==> src/sv/bf5_pkg.sv <==
`timescale 1ns / 1ps
`default_nettype none
// ----------------------------------------------------------------------------
// bf5_pkg
// Shared types and constants of the 5x5 zero-padded box filter.
// ----------------------------------------------------------------------------
package bf5_pkg;

	localparam int PIX_W  = 8;
	localparam int SIZE_W = 10;
	localparam int SUM_W  = 13;
	localparam int MEAN_W = 16;
	localparam int TAPS   = 5;

	localparam logic [SIZE_W-1:0] SIZE_RESET = 10'd64;

	localparam logic OP_PIXEL = 1'b0;
	localparam logic OP_FLUSH = 1'b1;

	typedef logic [TAPS-1:0][PIX_W-1:0] vec_t;

	typedef struct packed {
		logic              push;
		logic [PIX_W-1:0]  value;
		logic [3:0]        row_mask;
		logic              emit;
		logic [TAPS-1:0]   col_mask;
		logic              last;
	} ctl_t;

endpackage
`default_nettype wire

==> src/sv/bf5_window.sv <==
`timescale 1ns / 1ps
`default_nettype none
// ----------------------------------------------------------------------------
// bf5_window
// Five column registers of the 5x5 window and the masked window sum.
// ----------------------------------------------------------------------------
module bf5_window (
	input  wire logic                         clk,
	input  wire logic                         arst_n,
	input  wire logic                         shift,
	input  wire bf5_pkg::vec_t                vec,
	input  wire logic [bf5_pkg::TAPS-1:0]     col_mask,
	output      logic [bf5_pkg::SUM_W-1:0]    sum
);

	bf5_pkg::vec_t win_q [bf5_pkg::TAPS];

	logic [bf5_pkg::SUM_W-1:0] col_sum [bf5_pkg::TAPS];

	always_ff @(posedge clk or negedge arst_n) begin
		if (!arst_n) begin
			for (int m = 0; m < bf5_pkg::TAPS; m++) begin
				win_q[m] <= '0;
			end
		end else if (shift) begin
			for (int m = 0; m < bf5_pkg::TAPS - 1; m++) begin
				win_q[m] <= win_q[m + 1];
			end
			win_q[bf5_pkg::TAPS - 1] <= vec;
		end
	end

	always_comb begin
		for (int m = 0; m < bf5_pkg::TAPS; m++) begin
			col_sum[m] = '0;
			for (int j = 0; j < bf5_pkg::TAPS; j++) begin
				col_sum[m] = col_sum[m] + bf5_pkg::SUM_W'(win_q[m][j]);
			end
		end
	end

	always_comb begin
		sum = '0;
		for (int m = 0; m < bf5_pkg::TAPS; m++) begin
			if (col_mask[m]) begin
				sum = sum + col_sum[m];
			end
		end
	end

endmodule
`default_nettype wire

==> config.mk <==
export PLATFORM = sky130hd
export DESIGN_NAME = bf5_window
export DESIGN_NICKNAME = d
export VERILOG_FILES = /design/src/sv/bf5_pkg.sv /design/src/sv/bf5_window.sv
export SDC_FILE = /design/constraint.sdc
export NUM_CORES = 1
export LEC_CHECK = 0
export BUFFER_PORTS_ARGS = -buffer_cell sky130_fd_sc_hd__buf_2
export CORE_MARGIN = 2
export CORE_UTILIZATION = 63
export DETAILED_ROUTE_END_ITERATION = 12
export PLACE_DENSITY = 0.87
export SLEW_MARGIN = 20
export SYNTH_ARGS = -nofsm -noshare
export SYNTH_HDL_FRONTEND = slang
export SYNTH_SLANG_ARGS = --single-unit
==> constraint.sdc <==
create_clock -name clk -period 16.8 [get_ports clk]
set_input_delay 0 -clock clk [delete_from_list [all_inputs] [get_ports clk]]
set_output_delay 0 -clock clk [all_outputs]
set_load 0.03 [all_outputs]
==> impl_metrics.prom <==
# TYPE chip_impl_metric gauge
chip_impl_metric{name="viasPerCell",unit=""} 6.07
chip_impl_metric{name="grt_pass1_vias",unit=""} 10753
chip_impl_metric{name="synth_edf_count",unit=""} 0
chip_impl_info{name="final_common_cell",value="inv_1"} 1
chip_impl_metric{name="post_cts_resized",unit=""} 0
chip_impl_metric{name="final_max_tran_viols",unit=""} 0
chip_impl_metric{name="number_of_antenna_violations_at_the_first_check_in_global_routing",unit=""} 0
chip_impl_metric{name="htreeDepth",unit=""} 4
chip_impl_metric{name="nNetsFinal",unit=""} 1572
chip_impl_metric{name="routed_wirelength",unit="µm"} 32800
chip_impl_info{name="cp-end-kind",value="output port"} 1
chip_impl_metric{name="syn_area_per_cell",unit="µm²"} 11.2
chip_impl_metric{name="cts.clk_slew.worst_paths",unit="ns"} 0.08
chip_impl_metric{name="yosysWarningCount",unit=""} 0
chip_impl_info{name="cell_repeated_most_along_the_worst_path",value="fa_1"} 1
chip_impl_metric{name="area_occupied_by_multi_input_gates",unit="µm²"} 7820
chip_impl_metric{name="floorplan.initialDensity",unit=""} 0.638
chip_impl_metric{name="postSynthRegisterBits",unit=""} 200
chip_impl_metric{name="path_max_fanout",unit=""} 6
chip_impl_metric{name="numPlacedInstances",unit=""} 1534
chip_impl_metric{name="rows",unit=""} 54
chip_impl_metric{name="finalWeightedCongestion",unit=""} 0.885
chip_impl_metric{name="place.port_buffers",unit=""} 60
chip_impl_metric{name="syn-cell-area",unit="µm²"} 13800
chip_impl_metric{name="critPathArrivalTime",unit="ns"} 15.57
chip_impl_metric{name="cts_made_buffers",unit=""} 17
chip_impl_metric{name="sequential_cell_area",unit="µm²"} 5000
chip_impl_info{name="path_class",value="flop to output port"} 1
chip_impl_metric{name="flip_flop_count_of_the_largest_register_after_layout",unit=""} 200
chip_impl_metric{name="design.core.area",unit="µm²"} 21700
chip_impl_info{name="max_flop_register",value="win_q"} 1
chip_impl_info{name="setup_repair_after_global_routing_missed_its_margin",value="false"} 1
chip_impl_metric{name="yosysSeqAreaShare",unit=""} 0.362
chip_impl_metric{name="final.fill_count",unit=""} 1264
chip_impl_metric{name="post-cts-setup-buffer-count",unit=""} 0
chip_impl_info{name="start_kind",value="flop"} 1
chip_impl_info{name="tritoncts",value="done"} 1
chip_impl_metric{name="hold_buffers",unit=""} 41
chip_impl_metric{name="postSynthCellCount",unit=""} 1232
chip_impl_metric{name="dr.pass1.iters",unit=""} 5
chip_impl_metric{name="grt_usage",unit=""} 0.302
chip_impl_metric{name="place_hpwl",unit="µm"} 21700
chip_impl_info{name="cts-root-buf",value="clkbuf_16"} 1
chip_impl_info{name="top_regs",value="win_q (200)"} 1
chip_impl_metric{name="count_of_maximum_capacitance_violations",unit=""} 0
chip_impl_metric{name="min_period",unit="ns"} 15.57
chip_impl_metric{name="grt_overflow",unit=""} 0
chip_impl_metric{name="synthDistinctLibCells",unit=""} 56
chip_impl_metric{name="async_reset_ff_frac",unit=""} 1.00
chip_impl_info{name="worstReg2RegEnd",value="win_q[122]$_DFFE_PN0P_"} 1
chip_impl_metric{name="design.portCount",unit=""} 61
chip_impl_info{name="mostFrequentLayoutCells",value="inv_1 (230), dfrtp_1 (200), mux2_2 (163)"} 1
chip_impl_metric{name="die_width",unit="µm"} 152
chip_impl_metric{name="clk_path_buf_depth",unit=""} 2
chip_impl_metric{name="die_span_y",unit="µm"} 152
chip_impl_metric{name="clock_latency",unit="ns"} 0.45
chip_impl_metric{name="timing.final.hold_violations",unit=""} 0
chip_impl_metric{name="drive_above_1_share",unit=""} 0.198
chip_impl_metric{name="timing.reg2reg.setup_slack",unit="ns"} 15.92
chip_impl_metric{name="clock_sinks",unit=""} 200
chip_impl_metric{name="wire_per_inst",unit="µm"} 20.4
chip_impl_metric{name="ant_nets",unit=""} 0
chip_impl_info{name="endpoint",value="sum[12]"} 1
chip_impl_metric{name="cpPeakStageDelay",unit="ns"} 0.56
chip_impl_metric{name="timing.critical_path.required",unit="ns"} 16.80
chip_impl_metric{name="drc",unit=""} 0
chip_impl_metric{name="non_filler_instance_count_after_layout",unit=""} 1608
chip_impl_metric{name="synth.net_count",unit=""} 1490
chip_impl_info{name="synth_ff_type",value="dfrtp_1"} 1
chip_impl_metric{name="grt_first_pass_wirelength",unit="µm"} 55100
chip_impl_metric{name="drt_iter0_drc",unit=""} 1012
chip_impl_metric{name="post-route-period-util",unit=""} 0.927
chip_impl_metric{name="overall_die_area",unit="µm²"} 23200
chip_impl_info{name="worstHoldPathType",value="input pin to flop"} 1
chip_impl_metric{name="fin_hold_ws",unit="ns"} 0.188
chip_impl_metric{name="setup-violations-final",unit=""} 0
chip_impl_metric{name="fmax",unit="GHz"} 0.0642
chip_impl_info{name="r2r-start",value="win_q[122]$_DFFE_PN0P_"} 1
chip_impl_metric{name="slew_headroom",unit=""} 0.268
chip_impl_metric{name="setup_tns",unit="ns"} 0
chip_impl_metric{name="worst-slew-pin-transition",unit="ns"} 1.10
chip_impl_metric{name="detailroute.via_count",unit=""} 9754
chip_impl_info{name="cp-startpoint",value="win_q[162]$_DFFE_PN0P_"} 1
chip_impl_info{name="timing.critical_path.slowest_stage_cell",value="fa_1"} 1
chip_impl_metric{name="worst_clock_skew",unit="ns"} 0.0118
chip_impl_info{name="outcome",value="finished clean"} 1
chip_impl_metric{name="grt_start_max_net_pins",unit=""} 167
chip_impl_metric{name="worst_r2r_path_depth",unit=""} 1
chip_impl_metric{name="areaGrowthSynthToFinish",unit="%"} 11.4
[worst min-delay path by stage]
stage,start,end,slack [ns],depth (start not counted)
3_5_place_dp,vec[32],win_q[32]$_DFFE_PN0P_,0.21,3
6_report,shift,win_q[151]$_DFFE_PN0P_,0.19,3
4_1_cts,vec[24],win_q[24]$_DFFE_PN0P_,0.28,4
5_1_grt,shift,win_q[159]$_DFFE_PN0P_,0.27,3
2_1_floorplan,arst_n,win_q[0]$_DFFE_PN0P_,-0.30,0
3_3_place_gp,arst_n,win_q[166]$_DFFE_PN0P_,0.20,1
[cell usage after synthesis, types with 3 or more instances]
cell type | count | area share
nand3_1 | 8 | 0.0029
nor2b_1 | 3 | 0.0014
and3_1 | 5 | 0.0023
xor2_1 | 13 | 0.0082
o21a_1 | 5 | 0.0027
nand2b_1 | 4 | 0.0018
nor3_1 | 3 | 0.0011
nand2_1 | 88 | 0.024
clkbuf_1 | 38 | 0.010
o21bai_1 | 5 | 0.0027
fa_1 | 151 | 0.22
ha_1 | 59 | 0.053
mux2_2 | 163 | 0.13
a211oi_1 | 4 | 0.0022
nand3b_1 | 4 | 0.0022
inv_1 | 230 | 0.062
dfrtp_1 | 200 | 0.36
and2_1 | 8 | 0.0036
a41oi_1 | 3 | 0.0019
nor4_1 | 7 | 0.0032
or3_1 | 3 | 0.0014
o211ai_1 | 4 | 0.0022
a31oi_1 | 5 | 0.0023
mux2i_1 | 8 | 0.0058
o21ai_0 | 79 | 0.029
xnor2_1 | 20 | 0.013
a21oi_1 | 31 | 0.011
nor2_1 | 32 | 0.0087
nor3b_1 | 3 | 0.0016
a21o_1 | 13 | 0.0071
[layer usage]
metal / share of wire / global-route usage / vias to the layer above
li1: - / - / 4151
met3: 0.068 / 0.0540 / 141
met2: 0.50 / 0.508 / 530
met1: 0.38 / 0.386 / 4932
met4: 0.044 / 0.137 / 0
met5: 0 / 0 / -
[through the flow]
stage | setup WS (ns) | area, µm² | util
6_report | 1.23 | 15400 | 0.711
5_1_grt | 0.676 | 15400 | 0.710
4_1_cts | 1.51 | 15400 | 0.710
3_5_place_dp | 2.36 | 14400 | 0.663
3_3_place_gp | 2.90 | 14400 | 0.663
2_1_floorplan | 3.24 | 13800 | -
[logic make-up (layout without fill, tap and decap cells)]
family | count (synthesis) | in the layout | synth area share
AO/OA/AOI/OAI | 172 | 172 | 0.0760
adder cells (fa/ha/maj) | 210 | 210 | 0.272
other | 0 | 1 | 0
flip-flops | 200 | 200 | 0.362
AND/OR/NAND/NOR | 175 | 175 | 0.0577
buffers and inverters | 271 | 366 | 0.0736
multiplexers | 171 | 171 | 0.138
XOR/XNOR | 33 | 33 | 0.0209
[area by class of cell]
type	instances	share of cell area
well taps	280	0.0227
clock inverters	15	0.0128
inverters	231	0.0563
repair buffers	103	0.0486
clock buffers	17	0.0276
multi-input cells	761	0.507
flip-flops and latches	200	0.325
diodes	1	0.000162
[critical path: cells and delay by family (launching register included)]
family | cells | cell delay (ns)
mux | 2 | 0.40
flops | 1 | 0.34
compound gates | 16 | 3.18
xor+xnor | 2 | 0.39
buf+inv | 12 | 0.89
fa+ha+maj | 20 | 9.10
simple gates | 4 | 0.83
Power is left out: the tool's default activity adds up to more than one toggle a clock period on the data nets, which glitch-free logic cannot reach.
