**src/sv/bf5_ram.sv**
```systemverilog
`timescale 1ns / 1ps
`default_nettype none
// ----------------------------------------------------------------------------
// bf5_ram
// Generic single-write, single-read RAM with a registered read port.
// ----------------------------------------------------------------------------
module bf5_ram #(
	parameter int WIDTH = 8,
	parameter int DEPTH = 16
) (
	input  wire logic                     clk,
	input  wire logic                     we,
	input  wire logic [$clog2(DEPTH)-1:0] waddr,
	input  wire logic [WIDTH-1:0]         wdata,
	input  wire logic                     re,
	input  wire logic [$clog2(DEPTH)-1:0] raddr,
	output      logic [WIDTH-1:0]         rdata
);

	logic [WIDTH-1:0] mem_q [DEPTH];

	always_ff @(posedge clk) begin
		if (we) begin
			mem_q[waddr] <= wdata;
		end
		if (re) begin
			rdata <= mem_q[raddr];
		end
	end

endmodule
`default_nettype wire

```
**config.mk**
```make
export PLATFORM = sky130hd
export DESIGN_NAME = bf5_ram
export DESIGN_NICKNAME = d
export VERILOG_FILES = /design/src/sv/bf5_ram.sv
export SDC_FILE = /design/constraint.sdc
export NUM_CORES = 1
export LEC_CHECK = 0
export ABC_CLOCK_PERIOD_IN_PS = 2500
export BUFFER_PORTS_ARGS = -buffer_cell sky130_fd_sc_hd__buf_2
export CORE_ASPECT_RATIO = 1.1
export CORE_UTILIZATION = 60
export CTS_BUF_LIST = sky130_fd_sc_hd__clkbuf_4 sky130_fd_sc_hd__clkbuf_8 sky130_fd_sc_hd__clkbuf_16
export DETAILED_ROUTE_END_ITERATION = 10
export GPL_TIMING_DRIVEN = 0
export HOLD_SLACK_MARGIN = 0.06
export PLACE_DENSITY = 0.79
export SLEW_MARGIN = 20
export SYNTH_ARGS = -nofsm -noshare
export SYNTH_HDL_FRONTEND = slang
export SYNTH_SLANG_ARGS = --single-unit
```
**constraint.sdc**
```tcl
create_clock -name clk -period 2.5 [get_ports clk]
set_input_delay 0.25 -clock clk [delete_from_list [all_inputs] [get_ports clk]]
set_output_delay 0.25 -clock clk [all_outputs]
set_load 0.1 [all_outputs]
```
==> results of run 1 <==
[power groups by stage]
stage	registers, W	logic [W]	clock network (W)
floorplan	0.00271	0.000130	0
global placement	0.00262	0.000308	0
detailed placement	0.00263	0.000320	0
CTS	0.00258	0.000323	0.00208
global route	0.00259	0.000338	0.00217
finish	0.00258	0.000320	0.00206
[metal layers]
metal / global-route usage [%] / vias up / wire length (um)
met5: 0 / - / 0
met4: 11.5 / 0 / 177
met3: 5.23 / 13 / 618
met2: 39.3 / 112 / 5030
met1: 32.8 / 1307 / 4100
li1: - / 1071 / -
[critical path, delay by kind of cell, from the launching register on]
family | cells | cell delay [ns]
and+or+nand+nor | 1 | 0.08
AOI/OAI and AO/OA | 1 | 0.34
DFF | 1 | 0.38
muxes | 1 | 0.52
[kinds of logic after synthesis]
family | after synthesis | share of synthesized area [%]
compound gates | 16 | 2.30
mux | 32 | 14.8
buf+inv | 10 | 1.65
flops | 136 | 78.1
simple gates | 35 | 3.14
[layout make-up]
| cell class | count | area (um2) | area share (%) |
|---|---|---|---|
| repair buffers | 25 | 125 | 2.09 |
| well taps | 111 | 139 | 2.32 |
| clock buffers | 17 | 414 | 6.91 |
| clock inverters | 9 | 65.1 | 1.09 |
| multi-input cells | 83 | 1080 | 18.0 |
| plain buffers | 10 | 86.3 | 1.44 |
| flip-flops and latches | 136 | 4080 | 68.2 |
[through the flow]
| stage | cell area, um2 | utilization [%] | setup WS, ns | cells | total power, W |
|---|---|---|---|---|---|
| 2_1_floorplan | 5230 | - | 0.757 | 229 | 0.00284 |
| 3_3_place_gp | 5490 | 65.3 | 0.215 | 365 | 0.00293 |
| 3_5_place_dp | 5510 | 65.6 | 0.527 | 365 | 0.00295 |
| 4_1_cts | 5990 | 71.3 | 0.894 | 391 | 0.00499 |
| 5_1_grt | 5990 | 71.3 | 0.884 | 391 | 0.00509 |
| 6_report | 5990 | 71.3 | 0.916 | 391 | 0.00496 |
[worst max-delay path by stage]
stage	from	endpoint	cells after the start
after floorplan	waddr[2]	mem_q[0][0]$_DFFE_PP_	2
after global placement	waddr[2]	mem_q[0][4]$_DFFE_PP_	3
after detailed placement	waddr[2]	mem_q[3][4]$_DFFE_PP_	3
after CTS	mem_q[0][0]$_DFFE_PP_	rdata[0]$_DFFE_PP_	3
after global routing	mem_q[2][0]$_DFFE_PP_	rdata[0]$_DFFE_PP_	3
final	mem_q[0][0]$_DFFE_PP_	rdata[0]$_DFFE_PP_	3
[sequential cells by signal (all words and copies together) (netlist names)]
name	flops
mem_q	128
rdata	8
[cells in the final DEF (no fill, tap or decap)]
cell type / netlist / layout
mux4_2: 18 / 18
nand2_1: 9 / 9
mux4_1: 14 / 14
nand3b_1: 2 / 2
clkbuf_16: 0 / 16
and2_1: 1 / 1
edfxtp_1: 136 / 136
clkbuf_8: 0 / 1
buf_4: 1 / 1
bufinv_16: 0 / 1
a22oi_1: 16 / 16
clkdlybuf4s25_2: 3 / 3
buf_2: 3 / 28
or3b_2: 1 / 1
nor2_1: 13 / 13
nand3_1: 1 / 1
nand2b_1: 2 / 2
nor3_2: 0 / 4
buf_6: 3 / 3
clkinv_2: 0 / 4
nor2b_1: 1 / 1
and2b_1: 1 / 1
clkinv_1: 0 / 4
==> flow_summary.ini, run 1 <==
[clock_tree]
clock_latency_ns = 0.50
post_cts_buffers = 0
cts_inserted_buffers = 17
cts_hold_buf = 0
post_cts_resize_count = 0
clk_path_buf_depth = 2
cts_sinks = 136
root_buffer = clkbuf_8
clk_pin_slew_ns = 0.06
h-tree-depth = 4
cts_tree = built

[synthesis]
synth_area_leader_cell = edfxtp_1
yosysMostFrequentCell = edfxtp_1
synth_area_leaders = edfxtp_1 78%, mux4_2 7.8%, mux4_1 7.0%
netlist_area_um2 = 5230
async_flop_share_pct = 0
synth_seq_cells = 136
synth-edff-count = 136
synthCells = 229
ys_seq_area_share_pct = 78.1
synth_flop_cell = edfxtp_1
synth_top_area_share_pct = 78.1
avgSynthCellArea_um2 = 22.8
synth_nets = 248
synth_cell_types = 18
synth_commonest_cells = 136 x edfxtp_1, 18 x mux4_2, 16 x a22oi_1
yosysWarnings = 0

[cells_and_area]
fin_nets = 292
antenna_cells = 0
drive_gt1_share_pct = 28.6
area_delta_synth_final_pct = 14.6
n_fill_cell = 496

[setup_path]
crit_required_ns = 2.75
worstSetupPathType = flop to flop
crit_arrival_ns = 1.84
endpoint_kind = flop
crit_path_start_kind = flop
path_cells = mux4_1, a22oi_1, nand2_1
reg2reg_from = mem_q[0][0]$_DFFE_PP_
rrSetupSlack_ns = 0.92
path_max_fanout = 1
crit_path_top_delay_cell = mux4_1
r2r-end = rdata[0]$_DFFE_PP_
rr_worst_depth = 3
slowest_delay_ns = 0.52

[die]
dieArea_um2 = 9090
core-area_um2 = 8410
start_util_pct = 62.2
ioPinCount = 27
fp.dieW_um = 91.0
num_rows = 35
die_y_um = 99.9

[timing]
tightestPinTransition_ns = 0.820
hold_ws_ns = 0.0841
rsz0062_at_grt = no
setup_violations = 0
maxSlewHeadroom_pct = 45.2
tns_ns = 0
fin_crit_ns = 1.58
slew_viol_final = 0
max_freq_mhz = 631
period_share_pct = 63.4
finClkSkew_ns = 0.00521
final_hold_viol_count = 0

[power]
seqPwrFrac_pct = 52.1
swShare_pct = 20.9
leakage_nw = 2.00
pwr-share-clk_pct = 41.5
intPower_w = 0.00393
combPwrFrac_pct = 6.5
ir_drop_v = 0.000717
power_density_nw_per_um2 = 828
switchingPower_w = 0.00103

[flow_run]
maxCapViolations = 0

[drt]
wl_mm = 9.93
first_pass_iters = 4
wl_per_cell_um = 25.4
drt_iter0_drc = 218
dr_total_vias = 2503
drt-vias-per-instance = 6.40
ant_nets = 0
drc_errors = 0

[place]
gp_congestion = 0.740
port_buffers = 25
detailed_place_hpwl_mm = 6.03

[global_route]
grt_overflow_total = 0
grt_max_degree = 17
grt_pass1_wl_mm = 15.0
grt_antenna_before_repair = 0
first_global_vias = 2500
grtUsageTotal_pct = 24.5

[hold_path]
hold_depth = 1
hold_path.class = input port to flop
hold-path-endpoint = rdata[2]$_DFFE_PP_
holdCritStartpoint = re

[status]
run_status = complete, no violations
No activity file was read; power rests on OpenSTA's default activity.
==> run 2, diff against run 1 <==
--- a/config.mk
+++ b/config.mk
@@ -5,15 +5,16 @@
 export SDC_FILE = /design/constraint.sdc
 export NUM_CORES = 1
 export LEC_CHECK = 0
-export ABC_CLOCK_PERIOD_IN_PS = 2500
+export ABC_AREA = 1
+export ABC_CLOCK_PERIOD_IN_PS = 1400
 export BUFFER_PORTS_ARGS = -buffer_cell sky130_fd_sc_hd__buf_2
 export CORE_ASPECT_RATIO = 1.1
-export CORE_UTILIZATION = 60
+export CORE_UTILIZATION = 55
 export CTS_BUF_LIST = sky130_fd_sc_hd__clkbuf_4 sky130_fd_sc_hd__clkbuf_8 sky130_fd_sc_hd__clkbuf_16
 export DETAILED_ROUTE_END_ITERATION = 10
 export GPL_TIMING_DRIVEN = 0
 export HOLD_SLACK_MARGIN = 0.06
-export PLACE_DENSITY = 0.79
+export PLACE_DENSITY = 0.76
 export SLEW_MARGIN = 20
 export SYNTH_ARGS = -nofsm -noshare
 export SYNTH_HDL_FRONTEND = slang
==> constraint.sdc (replaced) <==
create_clock -name clk -period 1.4 [get_ports clk]
set_input_delay 0.14 -clock clk [delete_from_list [all_inputs] [get_ports clk]]
set_output_delay 0.14 -clock clk [all_outputs]
set_load 0.1 [all_outputs]
==> flow_summary.ini, run 2 <==
[status]
run_status = complete, no violations

[cells_and_area]
antenna_cells = 0
n_fill_cell = 768
regArea_um2 = 4080
final_common_cell = nand2_1
final_util_pct = 64.8
multi_input_area_um2 = 1210
drive_gt1_share_pct = 12.7
top_register = mem_q
area_delta_synth_final_pct = 14.7
top_regs = mem_q: 128 flops, rdata: 8 flops
final_cell_mix = 173 x nand2_1, 136 x edfxtp_1, 100 x inv_1
largest_reg_flops = 128
fin_nets = 613

[die]
dieArea_um2 = 11000
die_y_um = 110
core-area_um2 = 10300
start_util_pct = 56.5
num_rows = 39
fp.dieW_um = 100
ioPinCount = 27

[synthesis]
ys_seq_area_share_pct = 69.8
synth_seq_cells = 136
synth_nets = 570
async_flop_share_pct = 0
synth-edff-count = 136
yosysWarnings = 0
yosysMostFrequentCell = nand2_1
synthCells = 551
synth_area_leader_cell = edfxtp_1
synth_top_area_share_pct = 69.8
synth_commonest_cells = 173 x nand2_1, 136 x edfxtp_1, 100 x inv_1
netlist_area_um2 = 5850
synth_area_leaders = edfxtp_1 70%, nand2_1 11%, nand3_1 8.3%
avgSynthCellArea_um2 = 10.6
synth_flop_cell = edfxtp_1
synth_cell_types = 11

[place]
detailed_place_hpwl_mm = 8.57
port_buffers = 23
gp_congestion = 0.874
place_ws_ns = -0.219

[setup_path]
crit_path_top_delay_cell = buf_2
crit_family = buffers and inverters
crit_required_ns = 1.26
path_max_fanout = 1
endpoint_kind = output port
path_cells = buf_2
cp_num_buf_inv = 1
slowest_delay_ns = 0.42
crit_path_start_kind = flop
crit_arrival_ns = 1.15
worstSetupPathType = flop to output port

[power]
power_density_nw_per_um2 = 1420
leakage_nw = 2.91
ir_drop_v = 0.000873

[clock_tree]
cts_sinks = 136
clk_path_buf_depth = 2
root_buffer = clkbuf_16
h-tree-depth = 4
cts_tree = built
cts_inserted_buffers = 17
clk_pin_slew_ns = 0.05
post_cts_buffers = 0
clock_latency_ns = 0.41

[global_route]
grt_overflow_total = 0
grt_antenna_before_repair = 0
first_global_vias = 3866
grt_max_degree = 17
grt_pass1_wl_mm = 20.3
grtUsageTotal_pct = 26.0

[drt]
wl_mm = 13.1
dr_total_vias = 4007
drt-vias-per-instance = 5.34
first_pass_iters = 5
ant_nets = 0
drt_iter0_drc = 551
drc_errors = 0
wl_per_cell_um = 17.5

[timing]
max_freq_mhz = 773
maxSlewHeadroom_pct = 35.3
tightestPinTransition_ns = 0.967
setup_violations = 0
fin_crit_ns = 1.29
slew_viol_final = 0
hold_ws_ns = 0.145
final_hold_viol_count = 0
setup_slack_ns = 0.106
finClkSkew_ns = 0.00424
rsz0062_at_grt = no
period_share_pct = 92.4

[hold_path]
hold_path.class = input port to flop

[flow_run]
maxCapViolations = 0
-- run 2: layout make-up --
| type | instances | share of cell area (%) |
|---|---|---|
| Sequential cell | 136 | 60.9 |
| Multi-Input combinational cell | 289 | 18.1 |
| Clock buffer | 20 | 6.68 |
| Inverter | 102 | 5.71 |
| Tap cell | 143 | 2.67 |
| Buffer | 24 | 2.48 |
| Timing Repair Buffer | 24 | 1.87 |
| Clock inverter | 12 | 1.62 |
-- run 2: per-stage QoR --
stage / setup TNS, ns / total power [W] / cells / cell area [um2]
2_1_floorplan: 0 / 0.00516 / 551 / 5850
3_3_place_gp: -9.87 / 0.00538 / 717 / 6140
3_5_place_dp: -13.34 / 0.00540 / 717 / 6140
4_1_cts: 0 / 0.00951 / 750 / 6710
5_1_grt: 0 / 0.00976 / 750 / 6710
6_report: 0 / 0.00951 / 750 / 6710
-- run 2: worst paths after layout --
path              depth (start not counted)               endpoint  slack, ns                    from
hold / removal                            1  mem_q[0][2]$_DFFE_PP_       0.15                wdata[2]
setup / recovery                          1               rdata[5]       0.11      rdata[5]$_DFFE_PP_
hold reg to reg                           6     rdata[1]$_DFFE_PP_       0.78  mem_q[10][1]$_DFFE_PP_
setup reg to reg                          6     rdata[0]$_DFFE_PP_       0.23   mem_q[0][0]$_DFFE_PP_
-- run 2: kinds of logic (layout without fill, tap and decap cells) --
| family | count (synthesis) | after routing | share of synthesized area [%] |
|---|---|---|---|
| buffers and inverters | 126 | 182 | 9.39 |
| DFF | 136 | 136 | 69.8 |
| and+or+nand+nor | 289 | 289 | 20.8 |
-- run 2: per-layer routing --
| metal | track usage [%] | wire length, um |
|---|---|---|
| met2 | 40.2 | 6080 |
| met4 | 14.9 | 457 |
| met3 | 6.24 | 1480 |
| met1 | 34.1 | 5130 |
| met5 | 0 | 0 |
-- run 2: timing repair --
action,4_1_cts,5_1_grt
hold buffers,1,0
resized for setup,0,0
hold endpoints to repair,8,0
-- run 2: power breakdown --
part | internal, W | total, W | switching [W]
clock | 0.00263 | 0.00418 | 0.00154
sequential | 0.00459 | 0.00461 | 0.0000209
combinational | 0.000173 | 0.000725 | 0.000552
