File: config.mk
export PLATFORM = sky130hd
export DESIGN_NAME = bf5_ctrl
export DESIGN_NICKNAME = d
export VERILOG_FILES = /design/src/sv/bf5_pkg.sv /design/src/sv/bf5_ctrl.sv
export SDC_FILE = /design/constraint.sdc
export NUM_CORES = 1
export LEC_CHECK = 0
export ABC_AREA = 1
export BUFFER_PORTS_ARGS = -buffer_cell sky130_fd_sc_hd__buf_2
export CAP_MARGIN = 20
export CORE_MARGIN = 5
export CORE_UTILIZATION = 60
export CTS_BUF_LIST = sky130_fd_sc_hd__clkbuf_8
export CTS_CLUSTER_SIZE = 20
export DETAILED_ROUTE_END_ITERATION = 12
export PLACE_DENSITY = 0.93
export RECOVER_POWER = 25
export SETUP_SLACK_MARGIN = 0.2
export SLEW_MARGIN = 20
export SYNTH_ARGS = -nofsm -noshare
export SYNTH_HDL_FRONTEND = slang
export SYNTH_SLANG_ARGS = --single-unit
File: constraint.sdc
create_clock -name clk -period 4.5 [get_ports clk]
set_input_delay 0.225 -clock clk [delete_from_list [all_inputs] [get_ports clk]]
set_output_delay 0.225 -clock clk [all_outputs]
set_load 0.01 [all_outputs]
File: src/sv/bf5_pkg.sv
`timescale 1ns / 1ps
`default_nettype none
// ----------------------------------------------------------------------------
// bf5_pkg
// Shared types and constants of the 5x5 zero-padded box filter.
// ----------------------------------------------------------------------------
package bf5_pkg;

	localparam int PIX_W  = 8;
	localparam int SIZE_W = 10;
	localparam int SUM_W  = 13;
	localparam int MEAN_W = 16;
	localparam int TAPS   = 5;

	localparam logic [SIZE_W-1:0] SIZE_RESET = 10'd64;

	localparam logic OP_PIXEL = 1'b0;
	localparam logic OP_FLUSH = 1'b1;

	typedef logic [TAPS-1:0][PIX_W-1:0] vec_t;

	typedef struct packed {
		logic              push;
		logic [PIX_W-1:0]  value;
		logic [3:0]        row_mask;
		logic              emit;
		logic [TAPS-1:0]   col_mask;
		logic              last;
	} ctl_t;

endpackage
`default_nettype wire

File: src/sv/bf5_ctrl.sv
`timescale 1ns / 1ps
`default_nettype none
// ----------------------------------------------------------------------------
// bf5_ctrl
// Size register and raster counters; decides per transfer whether a column
// is pushed, which taps are masked and whether a result is due.
// ----------------------------------------------------------------------------
module bf5_ctrl #(
	parameter int MAX_SIZE = 512
) (
	input  wire logic                          clk,
	input  wire logic                          arst_n,
	input  wire logic                          cfg_we,
	input  wire logic [bf5_pkg::SIZE_W-1:0]    cfg_size,
	input  wire logic                          acc,
	input  wire logic                          operation,
	input  wire logic [bf5_pkg::PIX_W-1:0]     pixel_value,
	output      bf5_pkg::ctl_t                 info,
	output      logic [$clog2(MAX_SIZE)-1:0]   col
);

	localparam int CW   = $clog2(MAX_SIZE);
	localparam int NW   = $clog2(MAX_SIZE + 1);
	localparam int RW   = $clog2(MAX_SIZE + 8);
	localparam int LW   = $clog2(2 * MAX_SIZE + 3);
	localparam int CMPW = (NW > bf5_pkg::SIZE_W) ? NW : bf5_pkg::SIZE_W;

	logic [bf5_pkg::SIZE_W-1:0] size_q;
	logic [CW-1:0]              in_col_q;
	logic [RW-1:0]              in_row_q;
	logic [CW-1:0]              out_col_q;
	logic [CW-1:0]              out_row_q;
	logic [LW-1:0]              lead_q;

	logic [CMPW-1:0] n_wide;
	logic [NW-1:0]   n;
	logic [CW-1:0]   n_m1;
	logic [LW-1:0]   lead_tgt;
	logic            draining;
	logic            emit;
	logic            last;

	always_comb begin
		if (CMPW'(size_q) == '0) begin
			n_wide = CMPW'(1);
		end else if (CMPW'(size_q) > CMPW'(MAX_SIZE)) begin
			n_wide = CMPW'(MAX_SIZE);
		end else begin
			n_wide = CMPW'(size_q);
		end
	end

	assign n        = NW'(n_wide);
	assign n_m1     = CW'(n - 1'b1);
	assign lead_tgt = (LW'(n) << 1) + LW'(2);
	assign draining = in_row_q >= RW'(n);
	assign emit     = lead_q == lead_tgt;
	assign last     = (out_row_q == n_m1) && (out_col_q == n_m1);

	always_comb begin
		info.push        = acc && ((operation == bf5_pkg::OP_PIXEL) || draining);
		info.value       = draining ? '0 : pixel_value;
		info.row_mask[0] = in_row_q >= RW'(4);
		info.row_mask[1] = in_row_q >= RW'(3);
		info.row_mask[2] = in_row_q >= RW'(2);
		info.row_mask[3] = in_row_q >= RW'(1);
		info.emit        = emit;
		info.col_mask[0] = out_col_q >= CW'(2);
		info.col_mask[1] = out_col_q >= CW'(1);
		info.col_mask[2] = 1'b1;
		info.col_mask[3] = out_col_q < n_m1;
		info.col_mask[4] = ({1'b0, out_col_q} + (CW + 1)'(2)) <= {1'b0, n_m1};
		info.last        = last;
	end

	assign col = in_col_q;

	always_ff @(posedge clk or negedge arst_n) begin
		if (!arst_n) begin
			size_q    <= bf5_pkg::SIZE_RESET;
			in_col_q  <= '0;
			in_row_q  <= '0;
			out_col_q <= '0;
			out_row_q <= '0;
			lead_q    <= '0;
		end else if (cfg_we) begin
			size_q    <= cfg_size;
			in_col_q  <= '0;
			in_row_q  <= '0;
			out_col_q <= '0;
			out_row_q <= '0;
			lead_q    <= '0;
		end else if (info.push) begin
			if (in_col_q == n_m1) begin
				in_col_q <= '0;
				in_row_q <= in_row_q + 1'b1;
			end else begin
				in_col_q <= in_col_q + 1'b1;
			end
			if (!emit) begin
				lead_q <= lead_q + 1'b1;
			end else if (last) begin
				in_col_q  <= '0;
				in_row_q  <= '0;
				out_col_q <= '0;
				out_row_q <= '0;
				lead_q    <= '0;
			end else if (out_col_q == n_m1) begin
				out_col_q <= '0;
				out_row_q <= out_row_q + 1'b1;
			end else begin
				out_col_q <= out_col_q + 1'b1;
			end
		end
	end

endmodule
`default_nettype wire

==> results of run 1 <==
[sequential cells by signal, summed over array words and instances, names as in the netlist]
name / flops
col: 9
in_row_q: 10
lead_q: 11
out_col_q: 9
out_row_q: 9
size_q: 10
[worst max-delay path, cell delays in order, from the launching register on]
cell and delay (ps):
dfrtp_1 420, nor2_1 190, nand3_2 170, o21bai_4 270, nand2_4 140, inv_1 120
ha_1 370, ha_1 360, a21oi_1 150, nor2_1 50, a211oi_1 220, nor2_1 60
a211oi_1 160, o21ai_0 130, a21oi_1 200, nor2_1 80, a31oi_1 170, buf_2 160
[what timing repair did]
action                     CTS  global route
resized for setup            0            16
setup endpoints to repair    0            30
hold endpoints to repair     0             0
setup buffers                0             2
[stage by stage]
stage          hold WS [ps]  area (um^2)  power, mW  setup WS (ps)
2_1_floorplan        -70.59         5375     0.9303          928.8
5_1_grt               98.43         5918      1.615          176.0
3_5_place_dp          433.9         5680      1.064          253.0
4_1_cts               54.57         5852      1.503          245.1
6_report              76.60         5918      1.520          507.5
3_3_place_gp          425.5         5680      1.051          415.0
[path summary, 6_finish.rpt]
kind / end / slack (ps)
hold / removal: size_q[8] / 80
hold reg to reg: size_q[6] / 540
max in group asynchronous: size_q[3] / 1380
setup reg to reg: out_col_q[4] / 590
setup / recovery: info[5] / 510
min in group asynchronous: out_col_q[0] / 1020
[synth_stat cells, types with 2 or more instances]
master	instances	area share, %
a211oi_1	4	0.56
a21oi_1	18	1.7
buf_2	7	0.65
buf_4	5	0.70
buf_6	2	0.42
clkbuf_1	8	0.56
dfrtp_1	57	27
ha_1	42	9.8
inv_1	102	7.1
nand2_1	209	15
nand2_2	10	1.2
nand3_1	85	7.9
nand3_2	2	0.37
nand3b_1	10	1.4
nand4_1	27	3.1
nor2_1	91	6.4
nor2_2	3	0.35
nor3_1	15	1.4
nor4_1	5	0.58
o211ai_1	2	0.28
o21ai_0	28	2.6
o21ai_1	22	2.0
o21ai_2	2	0.33
xnor2_1	4	0.65
xor2_1	37	6.0
[power groups by stage]
stage,combinational [mW],clock (mW),sequential [mW]
5_1_grt,0.559,0.463,0.593
3_5_place_dp,0.467,0,0.597
4_1_cts,0.474,0.442,0.587
2_1_floorplan,0.347,0,0.583
3_3_place_gp,0.456,0,0.595
6_report,0.493,0.437,0.590
[layout make-up]
type / count / area (um^2)
Fill cell: 728 / 2803
Multi-Input combinational cell: 629 / 3460
Timing Repair Buffer: 58 / 310.3
Clock buffer: 11 / 151.4
Tap cell: 108 / 135.1
Sequential cell: 58 / 1455
Inverter: 103 / 386.6
Clock inverter: 4 / 20.02
[cell families (layout without fill, tap and decap cells)]
family	after synthesis	in the layout	share of synthesized area [%]
other cells	1	1	0.06977
compound gates	81	82	8.380
flops	58	58	27.03
fa+ha+maj	42	42	9.776
xor+xnor	41	41	6.681
buf+inv	125	176	9.520
simple gates	463	463	38.55
[per-layer routing]
metal	vias to the layer above	track usage, %	wire [um]
met1	2566	35.44	6187
met5	-	0	0
met4	0	11.69	430
met3	45	5.857	1251
met2	263	41.18	6631
li1	2743	-	-
==> flow_metrics.py, run 1 <==
metrics = {
    "outcome": {
        "status": "finished with violations",
        "violations": "capacitance limit, slew limit",
    },
    "detailed_routing": {
        "viasPerCell": 5.785,
        "wirelength_um": 14500,
        "dr.pass1.iters": 7,
        "drc": 0,
        "ant_nets": 0,
        "wl_per_cell_um": 14.93,
        "vias": 5617,
        "drt-initial-drc-count": 508,
    },
    "timing": {
        "fmax_ghz": 0.2505,
        "max_slew_margin_pct": -115.3,
        "setup_viol": 0,
        "grt_setup_unrepaired": "false",
        "fin_tns_setup_ps": 0,
        "finalHoldViolCount": 0,
        "fin_crit_sh_pct": 88.72,
        "tightest_slew_ps": 3230,
        "period_needed_ps": 3993,
        "fin_skew_ps": 15.51,
        "maxSlewViolCount": 59,
    },
    "critical_path": {
        "reg2reg_from": "size_q[1]",
        "rr_worst_depth": 18,
        "crit_start": "size_q[1]",
        "required_ps": 4280,
        "worstSetupEndpointType": "output pin",
        "start_kind": "flop",
        "arrival_ps": 3770,
        "crit_type": "flop to output pin",
        "worstPathMaxFanout": 10,
    },
    "hold_path": {
        "worstHoldStart": "cfg_size[8]",
        "whs_path_depth": 3,
        "hold_path.class": "input port to flop",
    },
    "synthesis": {
        "ys.warnings.count": 0,
        "syn_avg_cell_area_um2": 6.628,
        "synth_cells": 811,
        "synth-async-reset-ratio_pct": 100.0,
        "synth-seq-cells": 58,
        "synth_area_um2": 5375,
        "synth_edf_count": 0,
        "synth_fp_nets": 876,
        "synth_cell_types": 39,
        "ys.flop_type": "dfrtp_1",
        "yosysSeqAreaShare_pct": 27.03,
    },
    "clocking": {
        "ctsHoldBuffers": 0,
        "clk_pin_slew_ps": 70,
        "ctsRootBufferMaster": "clkbuf_8",
        "cts_tree": "done",
        "clock_latency_ps": 360,
        "cts.path.max_buffers": 2,
        "cts-buffers-inserted": 9,
        "cts_max_level": 3,
        "cts.sinks": 58,
    },
    "power_and_ir_drop": {
        "swShare_pct": 38.45,
        "switchingPower_mw": 0.5844,
        "p_leak_nw": 3.158,
        "seq_power_share_pct": 38.8,
        "comb_power_share_pct": 32.4,
        "powerDensity_nw_per_um2": 256.8,
        "peakVddDrop_v": 0.0001548,
        "p_int_mw": 0.9353,
        "power_frac_clock_pct": 28.8,
    },
    "die": {
        "die_area_um2": 10950,
        "core_area_um2": 8721,
        "fp-row-count": 34,
        "io_pins": 52,
        "dieHeight_um": 104.7,
        "start_util_pct": 61.64,
        "die_w_um": 104.7,
    },
    "final_layout": {
        "finalNetCount": 924,
        "fin_util_pct": 67.86,
        "layout.cells.non_filler": 971,
        "layout_commonest_cell": "nand2_1",
        "drive_above_1_share_pct": 12.63,
        "syn_to_final_growth_pct": 10.10,
        "final_cell_mix": "205 x nand2_1, 104 x inv_1, 85 x nor2_1",
        "antennaDiodeCount": 0,
    },
    "place": {
        "place_hpwl_um": 10560,
        "finalWeightedCongestion": 1.004,
        "portBuffers": 50,
        "place_inst": 953,
    },
    "global_routing": {
        "grt-ovfl-total": 0,
        "grt_pass1_vias": 5173,
        "track_usage_pct": 26.48,
        "grt_pass1_wl_um": 24300,
        "antenna_found_initial": 0,
        "grt_max_degree": 59,
    },
    "run": {
        "cap_violations": 1,
    },
}
(Power assumes the default switching activity.)
==> inputs of run 2 (changes only) <==
--- a/config.mk
+++ b/config.mk
@@ -17,3 +17,4 @@
 export RECOVER_POWER = 25
-export SETUP_SLACK_MARGIN = 0.2
+export REMOVE_ABC_BUFFERS = 1
+export SETUP_SLACK_MARGIN = 0.15
 export SLEW_MARGIN = 20
--- a/constraint.sdc
+++ b/constraint.sdc
@@ -3,2 +3,2 @@
 set_output_delay 0.225 -clock clk [all_outputs]
-set_load 0.01 [all_outputs]
+set_load 0.005 [all_outputs]
==> run 2 against run 1 <==
Net effect: the flow still finishes with violations (capacitance limit, slew limit); clock power rose by 12%; sequential power hardly changed; via count increased by 0.11%; non-clock buffer count decreased by 2.
==> flow_metrics.py, run 2 (synthesized netlist as in run 1, its figures left out) <==
metrics = {
    "clocking": {
        "clock_latency_ps": 360,
        "ctsRootBufferMaster": "clkbuf_8",
        "cts-buffers-inserted": 9,
        "ctsHoldBuffers": 0,
        "cts.path.max_buffers": 2,
        "cts_resized": 0,
        "cts_tree": "done",
        "clk_pin_slew_ps": 70,
        "cts_max_level": 3,
        "post-cts-setup-buffer-count": 0,
        "cts.sinks": 58,
    },
    "global_routing": {
        "grt_pass1_vias": 5232,
        "track_usage_pct": 25.98,
        "grt-ovfl-total": 0,
        "grt_max_degree": 59,
        "grt_pass1_wl_um": 24100,
        "antenna_found_initial": 0,
    },
    "detailed_routing": {
        "dr.pass1.iters": 6,
        "ant_nets": 0,
        "wirelength_um": 14580,
        "viasPerCell": 5.803,
        "drc": 0,
        "drt-initial-drc-count": 530,
        "wl_per_cell_um": 15.04,
        "vias": 5623,
    },
    "die": {
        "dieHeight_um": 104.7,
        "start_util_pct": 61.64,
        "core_area_um2": 8721,
        "fp-row-count": 34,
        "die_w_um": 104.7,
        "io_pins": 52,
        "die_area_um2": 10950,
    },
    "critical_path": {
        "arrival_ps": 4390,
        "required_ps": 4730,
        "start_kind": "flop",
        "crit_type": "flop to flop",
        "worstSetupEndpointType": "flop",
        "worstPathMaxFanout": 18,
    },
    "timing": {
        "fin_crit_sh_pct": 92.26,
        "period_needed_ps": 4152,
        "grt_setup_unrepaired": "false",
        "worst_slack_ps": 348.2,
        "maxSlewViolCount": 59,
        "fin_hold_ws_ps": 77.95,
        "fmax_ghz": 0.2409,
        "fin_tns_setup_ps": 0,
        "fin_skew_ps": 10.48,
        "setup_viol": 0,
        "max_slew_margin_pct": -111.5,
        "finalHoldViolCount": 0,
        "tightest_slew_ps": 3173,
    },
    "final_layout": {
        "largest-register": "lead_q",
        "final_cell_mix": "202 x nand2_1, 102 x inv_1, 87 x nor2_1",
        "largest_reg_flops": 11,
        "fin_util_pct": 68.15,
        "layout.cells.non_filler": 969,
        "top_regs": "lead_q (11), in_row_q (10), size_q (10)",
        "layout_commonest_cell": "nand2_1",
        "fillers": 714,
        "drive_above_1_share_pct": 12.66,
        "syn_to_final_growth_pct": 10.57,
        "antennaDiodeCount": 0,
        "finalNetCount": 921,
    },
    "place": {
        "place_hpwl_um": 10480,
        "place_inst": 953,
        "portBuffers": 50,
        "finalWeightedCongestion": 0.9733,
        "post-place-ws_ps": 275.4,
    },
    "power_and_ir_drop": {
        "peakVddDrop_v": 0.0001274,
        "p_leak_nw": 3.152,
        "powerDensity_nw_per_um2": 264.5,
    },
    "outcome": {
        "violations": "capacitance limit, slew limit",
        "status": "finished with violations",
    },
    "run": {
        "cap_violations": 1,
    },
    "hold_path": {
        "hold_path.class": "input port to flop",
    },
}
run 2: cell count changes in the layout (fill, tap and decap cells not counted), sizes merged:
cell / change
clkbuf: -2
buf: -2
bufinv: +1
clkinv: +2
inv: -2
clkinvlp: +2
o21bai: -1
run 2: worst max-delay path, stage by stage, from the launching register on:
cell and delay [ps]:
dfrtp_1 390, buf_4 190, nor2_1 140, nand3_2 160, o21bai_4 210, buf_8 200, nand2_1 170, ha_1 350
a21oi_1 170, o21ai_0 90, a21oi_1 130, nand3_1 240, o21ai_0 310, inv_1 90, nor2_1 240, clkinvlp_4 400
nand2_4 300, inv_1 110, nand2_1 60, o21ai_1 60
run 2: area by class of cell:
class	count	area, um^2	area share (%)
multi-input cells	628	3471	58.40
flip-flops and latches	58	1453	24.44
inverters	103	390.4	6.568
repair buffers	56	299.0	5.032
well taps	108	135.1	2.274
clock buffers	9	123.9	2.084
clock inverters	7	71.32	1.200
run 2: per-layer routing:
metal / vias up / track usage [%] / part of all wire, %
met2: 274 / 42.49 / 47
li1: 2724 / - / -
met5: - / 0 / 0
met4: 0 / 11.60 / 3.4
met3: 51 / 5.610 / 8.9
met1: 2574 / 33.00 / 41
run 2: worst paths after layout:
check	from	end	slack, ps	cells after the start
setup / recovery	size_q[2]	out_col_q[1]	350	19
hold / removal	cfg_size[7]	size_q[7]	80	3
setup reg to reg	size_q[2]	out_col_q[1]	350	19
hold reg to reg	size_q[6]	size_q[6]	520	2
max in group asynchronous	arst_n	size_q[8]	1700	2
min in group asynchronous	arst_n	out_col_q[1]	1020	2
run 2: stage by stage:
step / instance area (um^2) / power, mW
3_5_place_dp: 5680 / 1.060
2_1_floorplan: 5250 / 0.9110
4_1_cts: 5876 / 1.552
5_1_grt: 5943 / 1.670
3_3_place_gp: 5680 / 1.046
6_report: 5943 / 1.572
run 2: report_power, final:
| group | total, mW | switching [mW] | internal [mW] |
|---|---|---|---|
| sequential | 0.587 | 0.0408 | 0.547 |
| combinational | 0.495 | 0.328 | 0.167 |
| clock | 0.489 | 0.235 | 0.254 |
| total | 1.57 | 0.604 | 0.968 |
