--- src/sv/bf5_pkg.sv ---
`timescale 1ns / 1ps
`default_nettype none
// ----------------------------------------------------------------------------
// bf5_pkg
// Shared types and constants of the 5x5 zero-padded box filter.
// ----------------------------------------------------------------------------
package bf5_pkg;

	localparam int PIX_W  = 8;
	localparam int SIZE_W = 10;
	localparam int SUM_W  = 13;
	localparam int MEAN_W = 16;
	localparam int TAPS   = 5;

	localparam logic [SIZE_W-1:0] SIZE_RESET = 10'd64;

	localparam logic OP_PIXEL = 1'b0;
	localparam logic OP_FLUSH = 1'b1;

	typedef logic [TAPS-1:0][PIX_W-1:0] vec_t;

	typedef struct packed {
		logic              push;
		logic [PIX_W-1:0]  value;
		logic [3:0]        row_mask;
		logic              emit;
		logic [TAPS-1:0]   col_mask;
		logic              last;
	} ctl_t;

endpackage
`default_nettype wire

--- src/sv/bf5_scale.sv ---
`timescale 1ns / 1ps
`default_nettype none
// ----------------------------------------------------------------------------
// bf5_scale
// Converts a window sum to the rounded 8.8 mean, sum * 256 / 25, using a
// reciprocal multiply that is exact over the whole sum range.
// ----------------------------------------------------------------------------
module bf5_scale (
	input  wire logic [bf5_pkg::SUM_W-1:0]  sum,
	output      logic [bf5_pkg::MEAN_W-1:0] mean
);

	localparam int XW    = bf5_pkg::SUM_W + 8;
	localparam int SHIFT = 26;
	localparam int RW    = 22;
	localparam int PW    = XW + RW;
	localparam logic [RW-1:0] RECIP      = 22'd2684355;
	localparam logic [XW-1:0] ROUND_BIAS = 21'd12;

	logic [XW-1:0] x;
	logic [PW-1:0] prod;

	assign x    = {sum, 8'd0} + ROUND_BIAS;
	assign prod = PW'(x) * PW'(RECIP);
	assign mean = prod[SHIFT +: bf5_pkg::MEAN_W];

endmodule
`default_nettype wire

--- config.mk ---
export PLATFORM = sky130hd
export DESIGN_NAME = bf5_scale
export DESIGN_NICKNAME = d
export VERILOG_FILES = /design/src/sv/bf5_pkg.sv /design/src/sv/bf5_scale.sv
export SDC_FILE = /design/constraint.sdc
export NUM_CORES = 1
export LEC_CHECK = 0
export BUFFER_PORTS_ARGS = -buffer_cell sky130_fd_sc_hd__buf_2
export CORE_UTILIZATION = 26
export DETAILED_ROUTE_END_ITERATION = 16
export GPL_ROUTABILITY_DRIVEN = 0
export GPL_TIMING_DRIVEN = 0
export REMOVE_ABC_BUFFERS = 1
export SLEW_MARGIN = 5
export SYNTH_ARGS = -nofsm -noshare
export SYNTH_HDL_FRONTEND = slang
export SYNTH_SLANG_ARGS = --single-unit
--- constraint.sdc ---
create_clock -name vclk -period 6.7
set_input_delay 0.335 -clock vclk [all_inputs]
set_output_delay 0.335 -clock vclk [all_outputs]
set_load 0.1 [all_outputs]
==> reports/qor.csv, run 1 <==
stage;metric;value;unit
run_status;status;finished clean;
global_route;GRT Resource Usage Total;10.89;%
routing;via count;3708;
placement;DPL Wire Length;10040;microns
sta;Hold WS;1.403;ns
sta;relative slew slack;67.08;%
placement;# port buffers;29;
yosys;synth unique cells;39;
yosys;Seq/Total Area, Yosys;0;%
sta;fmax;149.8;MHz
yosys;synth warn;0;
floorplanning;I/O Pins;29;
sta;clock period minus worst slack;6.677;ns
layout;flip-flop and latch count;0;
floorplanning;site row count;52;
layout;area growth from synthesis to layout;15.56;%
global_route;vias in the first global route;3914;
layout;Antenna diodes;0;
sta;Slew Limit Fails;0;
routing;drt first pass iters;4;
routing;final wirelength;10850;microns
floorplanning;initial core utilization;26.61;%
run;max-capacitance violation count;0;
sta;RSZ-0062 raised after global routing;true;
hold_path;HP Class;primary input to primary output;
routing;drt drc;0;
sta;worst slew pin tran;0.4972;ns
clock_network;CTS Hold Bufs;0;
yosys;Mapped Area;5403;sq um
worst_setup_path;CP Capture Type;primary output;
worst_setup_path;CP startpoint kind;primary input;
global_route;remaining global-route overflow;0;
sta;Hold Fails Final Rpt;0;
floorplanning;Core Region;20300;sq um
global_route;first-pass GRT wire length;19050;microns
floorplanning;Die Wd;146.2;microns
routing;Routed Antenna Nets;0;
worst_setup_path;Critical Path RT;6.36;ns
worst_setup_path;Worst EP arrival;6.34;ns
yosys;Avg Cell Area, Syn;9.495;sq um
layout;CLK BUF;0;
placement;placed cell areas;5882;sq um
layout;Fillers;2143;
layout;Layout Utilization;30.76;%
sta;# setup viols final;0;
routing;vias per cell;4.238;
floorplanning;die area;21360;sq um
sta;fin crit share;99.65;%
routing;wire per inst;12.40;microns
layout;FF+latch area;0;sq um
global_route;initial antenna violation count;0;
layout;share of post-route cells with drive strength above 1;12.56;%
floorplanning;die height;146.2;microns
worst_setup_path;critical-path maximum fanout;4;
layout;final non-filler cell area;6243;sq um
yosys;synthesized instance count;569;
worst_setup_path;Setup CP Type;primary input to primary output;
global_route;largest net degree at the start of global routing;10;
routing;initial DRC count;140;
layout;# nets final;878;
## worst max-delay path, stage by stage
cell and delay (ns):
buf_12 0.11, fa_2 0.60, inv_2 0.05, fa_2 0.53
inv_2 0.03, fa_1 0.50, fa_2 0.46, fa_1 0.53
inv_1 0.05, fa_1 0.49, inv_2 0.05, ha_4 0.26
ha_4 0.20, nand2_4 0.08, nor3_4 0.05, a221o_1 0.30
a211o_1 0.31, o211a_4 0.27, or3_4 0.42, a221oi_4 0.32
xnor2_2 0.15, buf_6 0.24
## placed cells by master (no fill, tap or decap), types with 3 or more instances in the layout
cell / count
nand3_1: 4
buf_6: 7
nand4_1: 4
xor2_1: 5
buf_2: 15
a21o_1: 5
buf_4: 12
a21oi_1: 21
o21ai_0: 12
nand2b_1: 3
inv_1: 176
ha_1: 157
or2_2: 4
fa_2: 5
nand2_1: 10
nor2_1: 9
xnor2_1: 12
inv_2: 5
ha_4: 10
fa_1: 85
nor2b_1: 4
## synthesized netlist by cell type, drive strengths merged
| master | n | area share (%) |
|---|---|---|
| a221oi | 1 | 0.28 |
| nand4 | 4 | 0.46 |
| a21oi | 22 | 2.0 |
| xor2 | 5 | 0.81 |
| a211oi | 2 | 0.28 |
| o311a | 1 | 0.19 |
| ha | 168 | 39 |
| a31oi | 3 | 0.35 |
| o21a | 2 | 0.28 |
| nand4b | 1 | 0.16 |
| a221o | 1 | 0.19 |
| a41oi | 1 | 0.16 |
| xnor2 | 14 | 2.3 |
| o21bai | 1 | 0.14 |
| nor2b | 4 | 0.46 |
| nor2 | 10 | 0.69 |
| inv | 181 | 13 |
| o211ai | 1 | 0.14 |
| a311oi | 1 | 0.16 |
| nand2 | 12 | 0.88 |
| or3 | 1 | 0.21 |
| fa | 90 | 33 |
| or2 | 4 | 0.46 |
| o221ai | 1 | 0.16 |
| o211a | 1 | 0.19 |
| nand2b | 3 | 0.35 |
| clkbuf | 1 | 0.069 |
| a211o | 1 | 0.16 |
| and4 | 2 | 0.35 |
| nor3 | 3 | 0.37 |
| o41ai | 1 | 0.16 |
| and3 | 2 | 0.23 |
| a21o | 6 | 0.86 |
| o21ai | 14 | 1.3 |
| nand3 | 4 | 0.37 |
## timing repair
action,4_1_cts,5_1_grt
setup endpoints to repair,13,11
resized for setup,34,30
hold endpoints to repair,0,0
setup buffers,4,4
pin swaps,19,5
## through the flow
| stage | TNS, ns | setup slack (ns) | instances |
|---|---|---|---|
| floorplan | -6.141 | -0.9153 | 568 |
| global placement | -4.879 | -0.7550 | 867 |
| detailed placement | -4.977 | -0.7567 | 867 |
| CTS | 0 | 0.001446 | 871 |
| global route | -0.4196 | -0.1681 | 875 |
| finish | 0 | 0.02343 | 875 |
## cell families after synthesis
| group | Yosys count | synth area share [%] |
|---|---|---|
| buffers and inverters | 182 | 12.64 |
| AO/OA/AOI/OAI | 60 | 7.017 |
| XOR/XNOR | 19 | 3.080 |
| AND/OR/NAND/NOR | 50 | 5.002 |
| adder cells (fa/ha/maj) | 258 | 72.26 |
## area by class of cell
cell class / count / area [sq um] / share of cell area (%)
tap: 270 / 337.8 / 5.411
multi-input combinational: 387 / 4947 / 79.24
inverter: 181 / 679.4 / 10.88
timing repair buffer: 37 / 279.0 / 4.469
## worst paths after layout
check	startpoint	endpoint	cells after the start
setup / recovery	sum[3]	mean[15]	22
hold / removal	sum[12]	mean[15]	5
## routing by layer
| metal | wire [microns] | up-vias | GRT usage (%) |
|---|---|---|---|
| met1 | 5313 | 1795 | 15.74 |
| met2 | 5144 | 42 | 18.48 |
| met3 | 380 | 2 | 1.031 |
| li1 | - | 1869 | - |
| met4 | 10 | 0 | 0.2604 |
| met5 | 0 | - | 0 |
Power of run 1 is not shown: default switching activity piles up to over one toggle a cycle in this logic, so the estimate is an artifact.
==> inputs of run 2 (changes only) <==
--- a/config.mk
+++ b/config.mk
@@ -6,6 +6,7 @@
 export NUM_CORES = 1
 export LEC_CHECK = 0
 export BUFFER_PORTS_ARGS = -buffer_cell sky130_fd_sc_hd__buf_2
+export CAP_MARGIN = 40
 export CORE_UTILIZATION = 26
 export DETAILED_ROUTE_END_ITERATION = 16
 export GPL_ROUTABILITY_DRIVEN = 0
==> constraint.sdc (replaced) <==
create_clock -name vclk -period 7.7
set_input_delay 0.385 -clock vclk [all_inputs]
set_output_delay 0.385 -clock vclk [all_outputs]
set_load 0.1 [all_outputs]
==> run 2 against run 1 <==
Die area is the same; clock-buffer cell count is the same; first-iteration DRC count shrank 0.71%; critical path depth is the same; sequential cell count is the same; utilization shrank 1.7 points; sequential share of layout area is the same; non-clock buffer count shrank 8; global-route usage shrank 0.19 points; worst setup slack gained 0.30 ns; critical endpoint unchanged.
==> reports/qor.csv, run 2 (synthesized netlist as in run 1, its figures left out) <==
stage;metric;value;unit;change
placement;Post-Place Setup Slack;0.1433;ns;+0.9000 ns
sta;final worst setup slack;0.3187;ns;+0.2953 ns
hold_path;HP Class;primary input to primary output;;
routing;via count;3647;;-1.6%
sta;Hold WS;1.507;ns;+0.1036 ns
routing;drt drc;0;;unchanged
global_route;initial antenna violation count;0;;unchanged
layout;CLK BUF;0;;unchanged
sta;fin crit share;95.86;%;
worst_setup_path;Worst EP arrival;7.00;ns;+0.66 ns
worst_setup_path;CP startpoint kind;primary input;;
global_route;remaining global-route overflow;0;;unchanged
layout;# nets final;870;;-0.91%
run;max-capacitance violation count;0;;unchanged
floorplanning;Die Wd;146.2;microns;unchanged
routing;wire per inst;12.16;microns;-1.9%
floorplanning;die area;21360;sq um;unchanged
routing;vias per cell;4.206;;-0.74%
placement;DPL Wire Length;10040;microns;unchanged
layout;share of post-route cells with drive strength above 1;6.700;%;-5.9 points
floorplanning;I/O Pins;29;;unchanged
placement;placed cells;867;;unchanged
layout;area growth from synthesis to layout;9.055;%;
sta;# setup viols final;0;;unchanged
global_route;first-pass GRT wire length;18700;microns;-1.8%
routing;final wirelength;10540;microns;-2.8%
sta;worst slew pin tran;0.4972;ns;+0.0000008345 ns
global_route;largest net degree at the start of global routing;10;;unchanged
layout;area of the multi-input gates;4727;sq um;-4.5%
global_route;GRT Resource Usage Total;10.71;%;-0.19 points
worst_setup_path;CP Capture Type;primary output;;
floorplanning;Core Region;20300;sq um;unchanged
floorplanning;initial core utilization;26.61;%;unchanged
sta;clock period minus worst slack;7.381;ns;
hold_path;hold depth;5;;unchanged
routing;drt first pass iters;4;;unchanged
floorplanning;die height;146.2;microns;unchanged
layout;most frequent cells in the layout;inv_1 (181), ha_1 (168), fa_1 (90);;
clock_network;Post-CTS Setup Repair Bufs;0;;-4
worst_setup_path;Setup CP Type;primary input to primary output;;
sta;Hold Fails Final Rpt;0;;unchanged
layout;Fillers;2185;;+2.0%
sta;fmax;135.5;MHz;
routing;initial DRC count;139;;-0.71%
placement;placed cell areas;5882;sq um;unchanged
floorplanning;site row count;52;;unchanged
layout;flip-flop and latch count;0;;unchanged
sta;Slew Limit Fails;0;;unchanged
clock_network;CTS Hold Bufs;0;;unchanged
worst_setup_path;Critical Path RT;7.32;ns;+0.96 ns
run_status;status;finished clean;;
placement;# port buffers;29;;unchanged
layout;most common cell after layout, fill and taps aside;inv_1;;
worst_setup_path;critical-path maximum fanout;6;;+2
routing;Routed Antenna Nets;0;;unchanged
clock_network;PostCTS Resize Cnt;0;;-100%
layout;Finished Layout Cells;867;;-0.91%
sta;relative slew slack;67.08;%;unchanged
layout;Antenna diodes;0;;unchanged
sta;RSZ-0062 raised after global routing;false;;
global_route;vias in the first global route;3830;;-2.1%
layout;final non-filler cell area;5892;sq um;-5.6%
layout;FF+latch area;0;sq um;unchanged
## run 2: changes by cell type in the layout (fill, tap and decap cells not counted), moves of 7 or more
cell / delta
ha_4: -10
buf_4: -12
buf_6: -7
buf_2: +13
ha_1: +11
## run 2: layout make-up
| type | count | area share (%) |
|---|---|---|
| multi-input cells | 387 | 80.23 |
| repair buffers | 29 | 2.506 |
| inverters | 181 | 11.53 |
| well taps | 270 | 5.734 |
## run 2: layer usage
metal	part of all wire [%]	GRT usage, %	vias up	routed length (microns)
met4	0.13	0.1563	0	14
li1	-	-	1853	-
met2	47	18.02	35	4931
met5	0	0	-	0
met1	50	15.63	1757	5295
met3	2.8	1.000	2	300
## run 2: metrics by stage
| step | setup TNS, ns | utilization [%] |
|---|---|---|
| final | 0 | 29.02 |
| after global routing | 0 | 29.02 |
| after CTS | 0 | 28.98 |
| after detailed placement | 0 | 28.98 |
| after global placement | 0 | 28.98 |
| after floorplan | -0.01526 | - |
## run 2: worst paths after layout
check / to / startpoint / slack [ns]
worst max-delay path: mean[15] / sum[1] / 0.32
worst min-delay path: mean[15] / sum[12] / 1.51
## run 2: worst max-delay path, cell delays in order
cell and delay (ns):
buf_2 0.17, fa_1 0.66, inv_1 0.09, fa_1 0.50, inv_1 0.05, fa_1 0.52, fa_1 0.44, fa_1 0.54
inv_1 0.05, fa_1 0.53, inv_1 0.04, ha_1 0.28, ha_1 0.34, nand2_1 0.11, nor3_2 0.07, a221o_1 0.33
a211o_1 0.35, o211a_1 0.29, or3_4 0.45, a221oi_2 0.32, xnor2_1 0.15, clkbuf_4 0.34
Power of run 2 is left out for the same reason.
==> inputs of run 3 (changes only) <==
--- a/config.mk
+++ b/config.mk
@@ -7,7 +7,7 @@
 export LEC_CHECK = 0
 export BUFFER_PORTS_ARGS = -buffer_cell sky130_fd_sc_hd__buf_2
 export CAP_MARGIN = 40
-export CORE_UTILIZATION = 26
+export CORE_UTILIZATION = 35
 export DETAILED_ROUTE_END_ITERATION = 16
 export GPL_ROUTABILITY_DRIVEN = 0
 export GPL_TIMING_DRIVEN = 0
==> run 3 against run 2 <==
Die area down 25%; critical path depth is the same; cell count decreased by 9.5%; worst hold slack better by 0.067 ns.
==> reports/qor.csv, run 3 (synthesized netlist as in run 1, its figures left out) <==
stage;metric;value;unit;change
run_status;status;finished clean;;
layout;area of the multi-input gates;4727;sq um;unchanged
worst_setup_path;CP Capture Type;primary output;;
placement;# port buffers;29;;unchanged
worst_setup_path;Critical Path RT;7.32;ns;about the same
placement;placed cell areas;5779;sq um;-1.7%
clock_network;Post-CTS Setup Repair Bufs;0;;unchanged
routing;wire per inst;13.68;microns;+13%
floorplanning;Core Region;15150;sq um;-25%
layout;Fillers;1521;;-30%
hold_path;HP Class;primary input to primary output;;
routing;initial DRC count;119;;-14%
global_route;initial antenna violation count;0;;unchanged
global_route;GRT Resource Usage Total;14.25;%;+3.5 points
layout;most frequent cells in the layout;inv_1 (181), ha_1 (168), fa_1 (90);;
routing;drt drc;0;;unchanged
global_route;largest net degree at the start of global routing;10;;unchanged
sta;Hold Fails Final Rpt;0;;unchanged
floorplanning;I/O Pins;29;;unchanged
sta;clock period minus worst slack;7.422;ns;+0.04077 ns
routing;final wirelength;10740;microns;+1.9%
worst_setup_path;Worst EP arrival;7.04;ns;+0.04 ns
routing;Routed Antenna Nets;0;;unchanged
sta;worst slew pin tran;0.4888;ns;-0.008373 ns
layout;FF+latch area;0;sq um;unchanged
sta;# setup viols final;0;;unchanged
sta;relative slew slack;67.64;%;+0.55 points
layout;flip-flop and latch count;0;;unchanged
clock_network;PostCTS Resize Cnt;0;;unchanged
layout;final non-filler cell area;5792;sq um;-1.7%
floorplanning;die height;126.2;microns;-14%
layout;share of post-route cells with drive strength above 1;6.700;%;unchanged
floorplanning;initial core utilization;35.67;%;+9.1 points
floorplanning;Die Wd;126.2;microns;-14%
layout;most common cell after layout, fill and taps aside;inv_1;;
placement;DPL Wire Length;10110;microns;+0.71%
floorplanning;site row count;45;;-13%
global_route;first-pass GRT wire length;18640;microns;-0.30%
routing;vias per cell;4.748;;+13%
sta;Setup TNS Final;0;ns;unchanged
sta;Hold WS;1.574;ns;+0.06705 ns
worst_setup_path;Setup CP Type;primary input to primary output;;
global_route;vias in the first global route;4025;;+5.1%
sta;fmax;134.7;MHz;-0.55%
sta;Slew Limit Fails;0;;unchanged
floorplanning;die area;15940;sq um;-25%
run;max-capacitance violation count;0;;unchanged
layout;# nets final;870;;unchanged
layout;Antenna diodes;0;;unchanged
layout;area growth from synthesis to layout;7.202;%;
clock_network;CTS Hold Bufs;0;;unchanged
global_route;remaining global-route overflow;0;;unchanged
routing;drt first pass iters;4;;unchanged
routing;via count;3727;;+2.2%
worst_setup_path;CP startpoint kind;primary input;;
sta;fin crit share;96.39;%;+0.53 points
worst_setup_path;critical-path maximum fanout;6;;unchanged
sta;RSZ-0062 raised after global routing;false;;
layout;CLK BUF;0;;unchanged
-- run 3: changes by cell type in the layout (fill, tap and decap cells not counted) --
cell	before	now
clkbuf_4	1	2
buf_2	28	27
-- run 3: per-stage QoR --
stage / utilization (%) / std cells / setup WS [ns]
2_1_floorplan: - / 568 / -0.01526
6_report: 38.24 / 785 / 0.2780
3_5_place_dp: 38.16 / 785 / 0.2210
4_1_cts: 38.16 / 785 / 0.2032
3_3_place_gp: 38.16 / 785 / 0.2182
5_1_grt: 38.24 / 785 / 0.02564
-- run 3: worst paths after layout --
check | startpoint | end | slack, ns | cells after the start
min | sum[12] | mean[15] | 1.57 | 5
max | sum[1] | mean[11] | 0.28 | 22
-- run 3: layout make-up --
cell class / count / area share [%]
tap: 188 / 4.061
multi-input combinational: 387 / 81.62
timing repair buffer: 29 / 2.592
inverter: 181 / 11.73
-- run 3: worst max-delay path: stages --
cell and delay [ns]:
buf_2 0.17, fa_1 0.62, inv_1 0.08, fa_1 0.51, inv_1 0.06, fa_1 0.52
fa_1 0.44, fa_1 0.55, inv_1 0.06, fa_1 0.53, inv_1 0.04, ha_1 0.29
ha_1 0.34, nand2_1 0.12, nor3_2 0.07, a221o_1 0.33, a211o_1 0.40, o211a_1 0.29
or3_4 0.44, a31oi_1 0.23, xnor2_1 0.14, buf_2 0.44
-- run 3: layer usage --
| metal | routed length [microns] | global-route usage, % |
|---|---|---|
| met3 | 229 | 0.5098 |
| met2 | 5240 | 25.77 |
| met4 | 29 | 0.4252 |
| met1 | 5241 | 19.85 |
| met5 | 0 | 0 |
Power of run 3 is left out for the same reason.
